$ cat src/rtl/cmt_pkg.sv
// ----------------------------------------------------------------------------
// cmt_pkg: shared types for the chunked microsecond timeout
// Request codes and the per-item result bundle used by the step logic and top.
// ----------------------------------------------------------------------------
package cmt_pkg;

	// Request codes carried on req_type
	typedef enum logic [1:0] {
		REQ_TICK  = 2'd0,
		REQ_START = 2'd1,
		REQ_POLL  = 2'd2,
		REQ_STOP  = 2'd3
	} req_t;

	// Result bundle for one beat
	typedef struct packed {
		logic expired;
		logic status;
		logic running;
	} result_t;

	// Width of the microsecond request field
	localparam int unsigned USEC_W = 32;

endpackage

$ cat src/rtl/cmt_chunk.sv
// ----------------------------------------------------------------------------
// cmt_chunk: next chunk of a long timeout
// Caps the outstanding microseconds at the counter limit, converts the chunk
// to reload cycles and returns what is left over.
// ----------------------------------------------------------------------------
module cmt_chunk #(
	parameter int unsigned CYCLES_PER_USEC = 24,
	parameter int unsigned COUNTER_BITS    = 24
) (
	input  logic [cmt_pkg::USEC_W-1:0] amount,
	output logic [cmt_pkg::USEC_W-1:0] remain_next,
	output logic [COUNTER_BITS-1:0]    reload
);
	import cmt_pkg::*;

	localparam int unsigned CPU_W = $clog2(CYCLES_PER_USEC + 1);
	localparam longint unsigned MAX_COUNT_L    = (64'd1 << COUNTER_BITS) - 64'd1;
	localparam longint unsigned CHUNK_MAX_US_L = MAX_COUNT_L / CYCLES_PER_USEC;
	localparam logic [USEC_W-1:0] CHUNK_MAX_US = USEC_W'(CHUNK_MAX_US_L);
	localparam logic [CPU_W-1:0]  CPU_K        = CPU_W'(CYCLES_PER_USEC);

	logic [COUNTER_BITS-1:0]       chunk;
	logic [COUNTER_BITS+CPU_W-1:0] cycles;

	// Cap the chunk at the largest microsecond count whose cycles fit the counter
	always_comb begin
		if (amount < CHUNK_MAX_US) begin
			chunk = amount[COUNTER_BITS-1:0];
		end else begin
			chunk = CHUNK_MAX_US[COUNTER_BITS-1:0];
		end
	end

	assign remain_next = amount - USEC_W'(chunk);

	// Convert microseconds to counter cycles; the product never exceeds the limit
	assign cycles = (COUNTER_BITS+CPU_W)'(chunk) * (COUNTER_BITS+CPU_W)'(CPU_K);
	assign reload = cycles[COUNTER_BITS-1:0];

endmodule

$ cat src/rtl/cmt_step.sv
// ----------------------------------------------------------------------------
// cmt_step: per-request state update
// Applies one tick, start, poll or stop request to the counter state and
// forms the result of that beat.
// ----------------------------------------------------------------------------
module cmt_step #(
	parameter int unsigned CYCLES_PER_USEC = 24,
	parameter int unsigned COUNTER_BITS    = 24
) (
	input  cmt_pkg::req_t                req,
	input  logic [cmt_pkg::USEC_W-1:0]   usecs,
	input  logic [cmt_pkg::USEC_W-1:0]   remain_cur,
	input  logic [COUNTER_BITS-1:0]      reload_cur,
	input  logic [COUNTER_BITS-1:0]      count_cur,
	input  logic                         on_cur,
	input  logic                         wrap_cur,
	output logic [cmt_pkg::USEC_W-1:0]   remain_nxt,
	output logic [COUNTER_BITS-1:0]      reload_nxt,
	output logic [COUNTER_BITS-1:0]      count_nxt,
	output logic                         on_nxt,
	output logic                         wrap_nxt,
	output cmt_pkg::result_t             result
);
	import cmt_pkg::*;

	localparam logic [COUNTER_BITS-1:0] CNT_ONE = COUNTER_BITS'(1);

	logic [USEC_W-1:0]       load_src;
	logic [USEC_W-1:0]       load_remain;
	logic [COUNTER_BITS-1:0] load_reload;

	// Start loads from the request, poll from the outstanding time
	assign load_src = (req == REQ_START) ? usecs : remain_cur;

	cmt_chunk #(
		.CYCLES_PER_USEC (CYCLES_PER_USEC),
		.COUNTER_BITS    (COUNTER_BITS)
	) u_chunk (
		.amount      (load_src),
		.remain_next (load_remain),
		.reload      (load_reload)
	);

	// Decode the request and advance the state
	always_comb begin
		remain_nxt     = remain_cur;
		reload_nxt     = reload_cur;
		count_nxt      = count_cur;
		on_nxt         = on_cur;
		wrap_nxt       = wrap_cur;
		result.expired = 1'b0;
		result.status  = 1'b0;
		case (req)
			REQ_TICK: begin
				if (on_cur) begin
					if (count_cur == '0) begin
						count_nxt = reload_cur;
					end else begin
						count_nxt = count_cur - CNT_ONE;
						if (count_cur == CNT_ONE) begin
							wrap_nxt = 1'b1;
						end
					end
				end
			end
			REQ_START: begin
				if (on_cur) begin
					result.status = 1'b1;
				end else begin
					remain_nxt = load_remain;
					reload_nxt = load_reload;
					count_nxt  = '0;
					wrap_nxt   = (load_reload == '0);
					on_nxt     = 1'b1;
				end
			end
			REQ_POLL: begin
				wrap_nxt = 1'b0;
				if (wrap_cur || !on_cur) begin
					if (remain_cur == '0) begin
						result.expired = 1'b1;
					end else begin
						remain_nxt = load_remain;
						reload_nxt = load_reload;
						count_nxt  = '0;
						wrap_nxt   = (load_reload == '0);
						on_nxt     = 1'b1;
					end
				end
			end
			default: begin
				on_nxt     = 1'b0;
				wrap_nxt   = 1'b0;
				remain_nxt = '0;
			end
		endcase
		result.running = on_nxt;
	end

endmodule

$ cat src/rtl/chunked_microsecond_timeout_top.sv
// ----------------------------------------------------------------------------
// chunked_microsecond_timeout_top: long timeout on a tick-driven down-counter
// Input register, combinational state update, registered result.
// ----------------------------------------------------------------------------
// Accepts one request beat per clock cycle while not stalled and returns one
// result beat for each, in order. A request is captured in the input register,
// then its result in the result register, which holds it until it is taken;
// the rate of one beat per cycle is set by the counter state update in
// cmt_step, which is combinational so each request sees the state left by
// the one before. The input side stalls only while a result waits at the
// output and the input register is full. No clearing pass runs after reset.
module chunked_microsecond_timeout_top #(
	parameter int unsigned CYCLES_PER_USEC = 24,
	parameter int unsigned COUNTER_BITS    = 24
) (
	input  logic                        clk,
	input  logic                        arst_n,
	input  logic                        in_valid,
	output logic                        in_ready,
	input  logic [1:0]                  req_type,
	input  logic [cmt_pkg::USEC_W-1:0]  usecs,
	output logic                        out_valid,
	input  logic                        out_ready,
	output logic                        expired,
	output logic                        status,
	output logic                        running
);
	import cmt_pkg::*;

	logic              valid_s1;
	req_t              req_s1;
	logic [USEC_W-1:0] usecs_s1;
	logic              advance;

	logic [USEC_W-1:0]       remain_q, remain_d;
	logic [COUNTER_BITS-1:0] reload_q, reload_d;
	logic [COUNTER_BITS-1:0] count_q, count_d;
	logic                    on_q, on_d;
	logic                    wrap_q, wrap_d;

	result_t result_d;
	result_t result_q;
	logic    out_valid_q;

	// Move the staged beat into the result register when it is free
	assign advance  = valid_s1 && (!out_valid_q || out_ready);
	assign in_ready = !valid_s1 || advance;

	// Capture the request beat
	always_ff @(posedge clk or negedge arst_n) begin
		if (!arst_n) begin
			valid_s1 <= 1'b0;
		end else if (in_ready) begin
			valid_s1 <= in_valid;
		end
	end

	always_ff @(posedge clk) begin
		if (in_ready && in_valid) begin
			req_s1   <= req_t'(req_type);
			usecs_s1 <= usecs;
		end
	end

	cmt_step #(
		.CYCLES_PER_USEC (CYCLES_PER_USEC),
		.COUNTER_BITS    (COUNTER_BITS)
	) u_step (
		.req        (req_s1),
		.usecs      (usecs_s1),
		.remain_cur (remain_q),
		.reload_cur (reload_q),
		.count_cur  (count_q),
		.on_cur     (on_q),
		.wrap_cur   (wrap_q),
		.remain_nxt (remain_d),
		.reload_nxt (reload_d),
		.count_nxt  (count_d),
		.on_nxt     (on_d),
		.wrap_nxt   (wrap_d),
		.result     (result_d)
	);

	// Commit the counter state once per processed beat
	always_ff @(posedge clk or negedge arst_n) begin
		if (!arst_n) begin
			remain_q <= '0;
			reload_q <= '0;
			count_q  <= '0;
			on_q     <= 1'b0;
			wrap_q   <= 1'b0;
		end else if (advance) begin
			remain_q <= remain_d;
			reload_q <= reload_d;
			count_q  <= count_d;
			on_q     <= on_d;
			wrap_q   <= wrap_d;
		end
	end

	// Hold the result beat until it is taken
	always_ff @(posedge clk or negedge arst_n) begin
		if (!arst_n) begin
			out_valid_q <= 1'b0;
		end else if (advance) begin
			out_valid_q <= 1'b1;
		end else if (out_ready) begin
			out_valid_q <= 1'b0;
		end
	end

	always_ff @(posedge clk) begin
		if (advance) begin
			result_q <= result_d;
		end
	end

	assign out_valid = out_valid_q;
	assign expired   = result_q.expired;
	assign status    = result_q.status;
	assign running   = result_q.running;

	// The reported enable bit matches the committed counter enable
	a_running_tracks_enable: assert property (@(posedge clk) disable iff (!arst_n)
		advance |=> (running == on_q))
		else $error("running does not match counter enable");

	// A rejected start leaves the counter running
	a_reject_while_running: assert property (@(posedge clk) disable iff (!arst_n)
		(out_valid && status) |-> running)
		else $error("start rejected with counter off");

	// A pending wrap only exists while the counter is enabled
	a_wrap_needs_enable: assert property (@(posedge clk) disable iff (!arst_n)
		wrap_q |-> on_q)
		else $error("wrap flag set with counter off");

	// Input stalls only behind a stalled result
	a_stall_cause: assert property (@(posedge clk) disable iff (!arst_n)
		!in_ready |-> (out_valid && !out_ready))
		else $error("input stalled without output backpressure");

endmodule
$ cat config.mk
export PLATFORM = sky130hd
export DESIGN_NAME = chunked_microsecond_timeout_top
export DESIGN_NICKNAME = d
export VERILOG_FILES = /design/src/rtl/cmt_pkg.sv /design/src/rtl/cmt_chunk.sv /design/src/rtl/cmt_step.sv /design/src/rtl/chunked_microsecond_timeout_top.sv
export SDC_FILE = /design/constraint.sdc
export NUM_CORES = 1
export LEC_CHECK = 0
export BUFFER_PORTS_ARGS = -buffer_cell sky130_fd_sc_hd__buf_4
export CAP_MARGIN = 15
export CORE_MARGIN = 4
export CORE_UTILIZATION = 45
export DETAILED_ROUTE_END_ITERATION = 6
export GPL_ROUTABILITY_DRIVEN = 0
export SLEW_MARGIN = 25
export SYNTH_ARGS = -nofsm -noshare
export SYNTH_HDL_FRONTEND = slang
export SYNTH_SLANG_ARGS = --single-unit
$ cat constraint.sdc
create_clock -name clk -period 9.85 [get_ports clk]
set_input_delay 1.4775 -clock clk [delete_from_list [all_inputs] [get_ports clk]]
set_output_delay 1.4775 -clock clk [all_outputs]
set_load 0.03 [all_outputs]
==> results of run 1 <==
[layer usage]
layer  up-vias  global-route usage  share of wire
li1       3303                   -              -
met1      3237               0.294           0.48
met2       188               0.322           0.46
met3        33              0.0382          0.042
met4         0              0.0643          0.019
met5         -                   0              0
[power breakdown]
group	internal (mW)	total [mW]	leakage, nW	switching [mW]
clock network	0.435	0.664	0.311	0.229
registers	0.650	0.791	1.36	0.141
logic	0.489	1.22	2.00	0.733
[stage by stage]
step | worst slack [ns] | utilization | area (um2) | hold slack (ns) | cells
2_1_floorplan | 4.51 | - | 7860 | 0.449 | 871
3_3_place_gp | 3.41 | 0.484 | 8350 | 0.465 | 1111
3_5_place_dp | 3.13 | 0.484 | 8350 | 0.475 | 1111
4_1_cts | 3.09 | 0.521 | 8990 | 0.482 | 1143
5_1_grt | 2.45 | 0.521 | 8990 | 0.503 | 1143
6_report | 3.04 | 0.521 | 8990 | 0.481 | 1143
[worst max-delay path, delay by kind of cell, from the launching register on]
family / cells / cell delay [ns]
and+or+nand+nor: 6 / 1.83
muxes: 1 / 0.53
DFF: 1 / 0.44
AOI/OAI and AO/OA: 7 / 2.20
xor gates and xnor gates: 1 / 0.20
adders and majority gates: 2 / 0.77
buffers and inverters: 2 / 0.73
[final cells by class]
| class | instances | area [um2] | share of cell area |
|---|---|---|---|
| Multi-Input combinational cell | 698 | 4480 | 0.498 |
| Sequential cell | 118 | 3140 | 0.349 |
| Inverter | 19 | 71.3 | 0.00794 |
| Clock inverter | 10 | 140 | 0.0156 |
| Tap cell | 225 | 282 | 0.0313 |
| Clock buffer | 22 | 497 | 0.0553 |
| Timing Repair Buffer | 51 | 383 | 0.0426 |
[worst min path at each step]
stage,cells past startpoint,slack (ns),endpoint
3_5_place_dp,2,0.48,reload_q[13]
5_1_grt,1,0.50,out_valid
3_3_place_gp,2,0.46,reload_q[5]
4_1_cts,1,0.48,out_valid
6_report,1,0.48,out_valid
2_1_floorplan,1,0.45,out_valid
[registers in the layout (all words and copies together), names as in the netlist]
| register | cells |
|---|---|
| valid_s1 | 1 |
| on_q | 1 |
| reload_q | 21 |
| usecs_s1 | 32 |
| count_q | 24 |
| remain_q | 32 |
| out_valid | 1 |
| req_s1 | 2 |
| wrap_q | 1 |
| expired | 1 |
| running | 1 |
| status | 1 |
[cell families (layout without fill, tap and decap cells)]
| group | after synthesis | in the layout | share of synthesized area |
|---|---|---|---|
| AO/OA/AOI/OAI | 268 | 268 | 0.215 |
| XOR/XNOR | 33 | 33 | 0.0368 |
| adder cells (fa/ha/maj) | 29 | 29 | 0.0471 |
| buffers and inverters | 55 | 102 | 0.0315 |
| flip-flops | 118 | 118 | 0.399 |
| multiplexers | 48 | 48 | 0.0648 |
| AND/OR/NAND/NOR | 320 | 320 | 0.206 |
[layout by cell type (no fill, tap or decap), types with 21 or more instances in the layout]
cell and count:
a21oi_1 65, mux2i_1 25, xnor2_1 21, dfrtp_1 81
ha_1 27, o21ai_0 104, buf_4 51, edfxtp_1 37
mux2_2 23, nand2_1 92, nor3_1 35, nor2_1 78
==> summary.txt, run 1 <==
Run status
  • Run status: finished, final reports clean

Critical path
  • Worst-path cell chain: inv_1 > ha_2 > buf_4 > mux2i_1 > o21ai_2 > a2111oi_4 > and2_1 > nand2_1 > nor2_1 > ha_1 > a21oi_1 > nor2b_1 > o21ai_0 > nand2b_1 > o21ba_1 > o22a_1 > xnor2_1 > or4b_1 > o31ai_2
  • CP startpoint: req_s1[1]
  • FF-to-FF End: wrap_q
  • Worst Setup Path Type: register to register
  • Worst Reg-to-Reg Cells: 19
  • Flop2flop setup slack: 3.04 ns
  • Slowest cell delay on critical path: roughly 0.64 ns
  • Worst Path Max Fanout: 55
  • Crit. End Element: register
  • Startpoint Class: register
  • Crit path capture: wrap_q
  • Worst path slowest cell: a2111oi_4
  • Reg2reg start: req_s1[1]
  • Critical Path RT: 10.18 ns
  • Crit path DAT: between 7 and 8 ns

Floorplanning
  • Initial Util: 0.456
  • Core ar.: roughly 17,000 um2
  • Die Area: 19,600 um2
  • IO Count: between 40 and 50
  • Die Wd: about 140 um
  • Die Ht: about 140 um
  • Std-Cell Rows: 48

Clock network
  • CTS Buffer Depth: 2
  • Reg clk slew, reported paths: around 0.05 ns
  • Post-CTS Setup Inserts: 0
  • Clk root buf: clkbuf_16
  • Clk_lat worst skew: approximately 0.43 ns
  • Post_cts resized: 0
  • TritonCTS sink count: about 120
  • H-tree depth: 4
  • CTS tree: yes
  • Cts bufs inserted: 17
  • # hold bufs at CTS: 0

Routing
  • WL/cell: approximately 18 um
  • Total Wirelength: between 20,000 and 25,000 um
  • Routed vias/inst: a little under 6
  • Starting DRT DRC Count: 523
  • Detailed-route via count: ~6,800
  • Pre-antenna DRT Iters: 5
  • Post-route ant nets: 0
  • DR DRC count: 0

Layout
  • Diodes inserted: 0
  • Synthesis-to-finish area growth: 14.3%
  • Net count reported at finish: a little under 1,000
  • Share of layout cells above drive strength 1: 0.138
  • Fillers: between 1,500 and 2,000

Yosys
  • Seq cells post-synth: between 100 and 150
  • Top cell type by total area after synthesis: dfrtp_1
  • Syn_nets: roughly 940
  • Yosys cell types: 75
  • Top-count cell post-synth: o21ai_0
  • Mean Syn Cell Area: roughly 9.0 um2
  • Synth area leaders: dfrtp_1 26%, edfxtp_1 14%, o21ai_0 6.6%, ha_1 4.5%, nand2_1 4.4%
  • Share of the synthesized area in the top cell type: 0.258
  • Post-synth EDFFs: 37
  • Ys flop type: dfrtp_1
  • Sequential element share of the synthesized area: 0.399
  • Yosys synthesis warning count: 0
  • Mapped Area: roughly 8000 um2
  • FFs w/ async S/R, synth: 0.686
  • Cells after Synth: just under 900
  • Top cells by count, synth: 104 x o21ai_0, 92 x nand2_1, 81 x dfrtp_1

Power
  • Peak VDD IR: 0.169 mV
  • Power consumption: between 2 and 3 mW
  • Power per cell area: slightly below 300 nW/um2
  • Leak: 3.68 nW

GRT
  • Initial antenna violation count: 0
  • Global-route wire length before repair: 33,100 um
  • Grt ovf: 0
  • Total GRT Usage: 0.207
  • Vias in the first global route: approximately 6,400
  • Largest net degree at the start of global routing: between 50 and 60

Place
  • I/O Buffers: 42
  • DPL Wire Length: 14,700 um

Timing
  • Hold Fails Final Rpt: 0
  • Unrepaired setup endpoints after global routing: false
  • TNS Setup: 0 ns
  • Worst Skew: 0.0150 ns
  • Setup violators final: 0
  • Min Tclk post-route: about 7 ns
  • Slew @ Worst Pin: about 1 ns
  • Period Utilization, post-route: 0.691
  • Slew margin rel.: 0.331
  • Max frequency: ~150 MHz
  • Final Slew Violations: 0

Worst hold path
  • Hold Path Class: register to register
  • Worst hold start: valid_s1

Flow run
  • Max Cap Viol: 0
(Power assumes the default switching activity.)
==> inputs of run 2 (changes only) <==
- ABC_AREA: unset -> 1
- clock period: 9.85 -> 6.65 ns (I/O delays scaled with it)
==> run 2 against run 1 <==
Sequential share of layout area is 0.63 points lower; critical endpoint unchanged; via count is 8.6% higher; cell count is 20% higher; critical path depth is 10 higher; largest cell class unchanged; clock power is 37% higher.
==> summary.txt, run 2 <==
Layout
  • Fillers: about 1,700
  • Post-layout util: 0.525
  • Net count reported at finish: 1,206
  • Share of layout cells above drive strength 1: 0.119
  • Diodes inserted: 0
  • Register area: around 3100 um2
  • Final Instance Count excl. Fillers: about 1,400
  • Most frequent cells in the layout: 287 x nand2_1, 128 x inv_1, 119 x nor2_1
  • Biggest regs: remain_q: 32 flops, usecs_s1: 32 flops, count_q: 24 flops
  • Commonest non-fill, non-tap cell in the layout: nand2_1
  • Area of the multi-input gates: approximately 4300 um2
  • Synthesis-to-finish area growth: 13.3%
  • Finished Cell Area: roughly 9000 um2

Critical path
  • Largest delay share family, worst path: simple AND/OR/NAND/NOR gates
  • Worst path most repeated cell: nand2_1
  • Crit. End Element: register
  • Slowest cell delay on critical path: 0.44 ns
  • Crit path DAT: between 5 and 6 ns
  • Worst Setup Path Type: register to register
  • Worst Path Max Fanout: 38
  • Worst path slowest cell: buf_4
  • WP buf/inv: 5
  • Critical Path RT: about 7 ns
  • Startpoint Class: register

Routing
  • Total Wirelength: 21,400 um
  • DR DRC count: 0
  • Starting DRT DRC Count: 570
  • Routed vias/inst: roughly 5.3
  • Detailed-route via count: roughly 7,300
  • WL/cell: roughly 16 um
  • Post-route ant nets: 0
  • Pre-antenna DRT Iters: 5

Clock network
  • TritonCTS sink count: 118
  • CTS Buffer Depth: 2
  • Clk root buf: clkbuf_16
  • Clk_lat worst skew: 0.42 ns
  • Cts bufs inserted: 17
  • Reg clk slew, reported paths: about 0.06 ns
  • Post_cts resized: 0
  • # hold bufs at CTS: 0
  • CTS tree: yes
  • Post-CTS Setup Inserts: 0
  • H-tree depth: 4

Floorplanning
  • Core ar.: about 17,000 um2
  • Die Area: around 20,000 um2
  • Std-Cell Rows: 48
  • IO Count: 43
  • Initial Util: 0.464
  • Die Ht: ~140 um
  • Die Wd: roughly 140 um

Yosys
  • Top-count cell post-synth: nand2_1
  • Cells after Synth: between 1,000 and 1,500
  • Mux cell area share after synthesis: 0.00124
  • Adder-cell share of the synthesized area: 0.0458
  • Mapped Area: roughly 8000 um2
  • Synth area leaders: dfrtp_1 25%, edfxtp_1 14%, nand2_1 13%, inv_1 5.9%, nor2_1 5.5%
  • Seq cells post-synth: about 120
  • Yosys synthesis warning count: 0
  • Xor/xnor share of the synthesized area: 0.0249
  • Ys flop type: dfrtp_1
  • Largest family of logic cells by synthesized area: simple AND/OR/NAND/NOR gates
  • Top cells by count, synth: 287 x nand2_1, 128 x inv_1, 119 x nor2_1
  • FFs w/ async S/R, synth: 0.686
  • Share of the synthesized area in the top cell type: 0.251
  • Sequential element share of the synthesized area: 0.388
  • Simple-gate share of the synthesized area: 0.299
  • Mean Syn Cell Area: approximately 7.4 um2
  • Top cell type by total area after synthesis: dfrtp_1
  • Post-synth EDFFs: 37
  • Yosys cell types: 56
  • Post-synthesis compound-gate area fraction: 0.157
  • Syn_nets: around 1,200

GRT
  • Largest net degree at the start of global routing: 80
  • Total GRT Usage: 0.220
  • Global-route wire length before repair: around 36,000 um
  • Initial antenna violation count: 0
  • Grt ovf: 0
  • Vias in the first global route: a little over 7,000

Flow run
  • Max Cap Viol: 0

Timing
  • Min Hold Slack: between 0.3 and 0.4 ns
  • Unrepaired setup endpoints after global routing: false
  • TNS Setup: 0 ns
  • Slew @ Worst Pin: between 0.8 and 0.9 ns
  • Max frequency: around 200 MHz
  • Final worst setup slack: around 1.7 ns
  • Hold Fails Final Rpt: 0
  • Setup violators final: 0
  • Slew margin rel.: 0.427
  • Worst Skew: roughly 0.011 ns
  • Period Utilization, post-route: 0.742
  • Min Tclk post-route: between 4 and 5 ns
  • Final Slew Violations: 0

Place
  • DPL Wire Length: 16,000 um
  • Area after DPL: 8570 um2
  • Setup Slack @ Placement: ~1.8 ns
  • I/O Buffers: 42
  • DP Cell Count: about 1,300

Run status
  • Run status: finished, final reports clean

Power
  • Power consumption: around 3.6 mW
  • Power per cell area: 395 nW/um2
  • Leak: about 4.5 nW
  • Peak VDD IR: ~0.28 mV

Worst hold path
  • Hold Path Class: input pin to asynchronous set/reset pin
==> run 2: kinds of logic after synthesis <==
kind of cell | count (synthesis)
and+or+nand+nor | 547
AOI/OAI and AO/OA | 216
buffers and inverters | 164
DFF | 118
adders and majority gates | 29
xor gates and xnor gates | 23
muxes | 1
==> run 2: worst paths after layout <==
kind	slack, ns	startpoint	end	depth (start not counted)
worst max-delay path	1.72	req_s1[1]	wrap_q	29
worst min-delay path	0.36	arst_n	valid_s1	1
worst max register to register	1.72	req_s1[1]	wrap_q	29
worst min register to register	0.49	reload_q[23]	reload_q[23]	2
max in group asynchronous	5.38	arst_n	remain_q[7]	2
min in group clk	0.49	reload_q[23]	reload_q[23]	2
==> run 2: area by class of cell <==
cell class | instances | area share
Sequential cell | 118 | 0.343
Clock buffer | 18 | 0.0469
Timing Repair Buffer | 48 | 0.0398
Clock inverter | 14 | 0.0163
Multi-Input combinational cell | 816 | 0.466
Inverter | 138 | 0.0572
Tap cell | 225 | 0.0308
==> run 2: power by group <==
group | switching, mW | internal [mW]
Combinational | 1.03 | 0.541
Clock | 0.354 | 0.554
Sequential | 0.161 | 0.972
==> run 2: metal layers <==
| layer | GRT usage | share of wire |
|---|---|---|
| met1 | 0.309 | 0.48 |
| met5 | 0 | 0 |
| met2 | 0.350 | 0.46 |
| met4 | 0.0641 | 0.016 |
| met3 | 0.0380 | 0.044 |
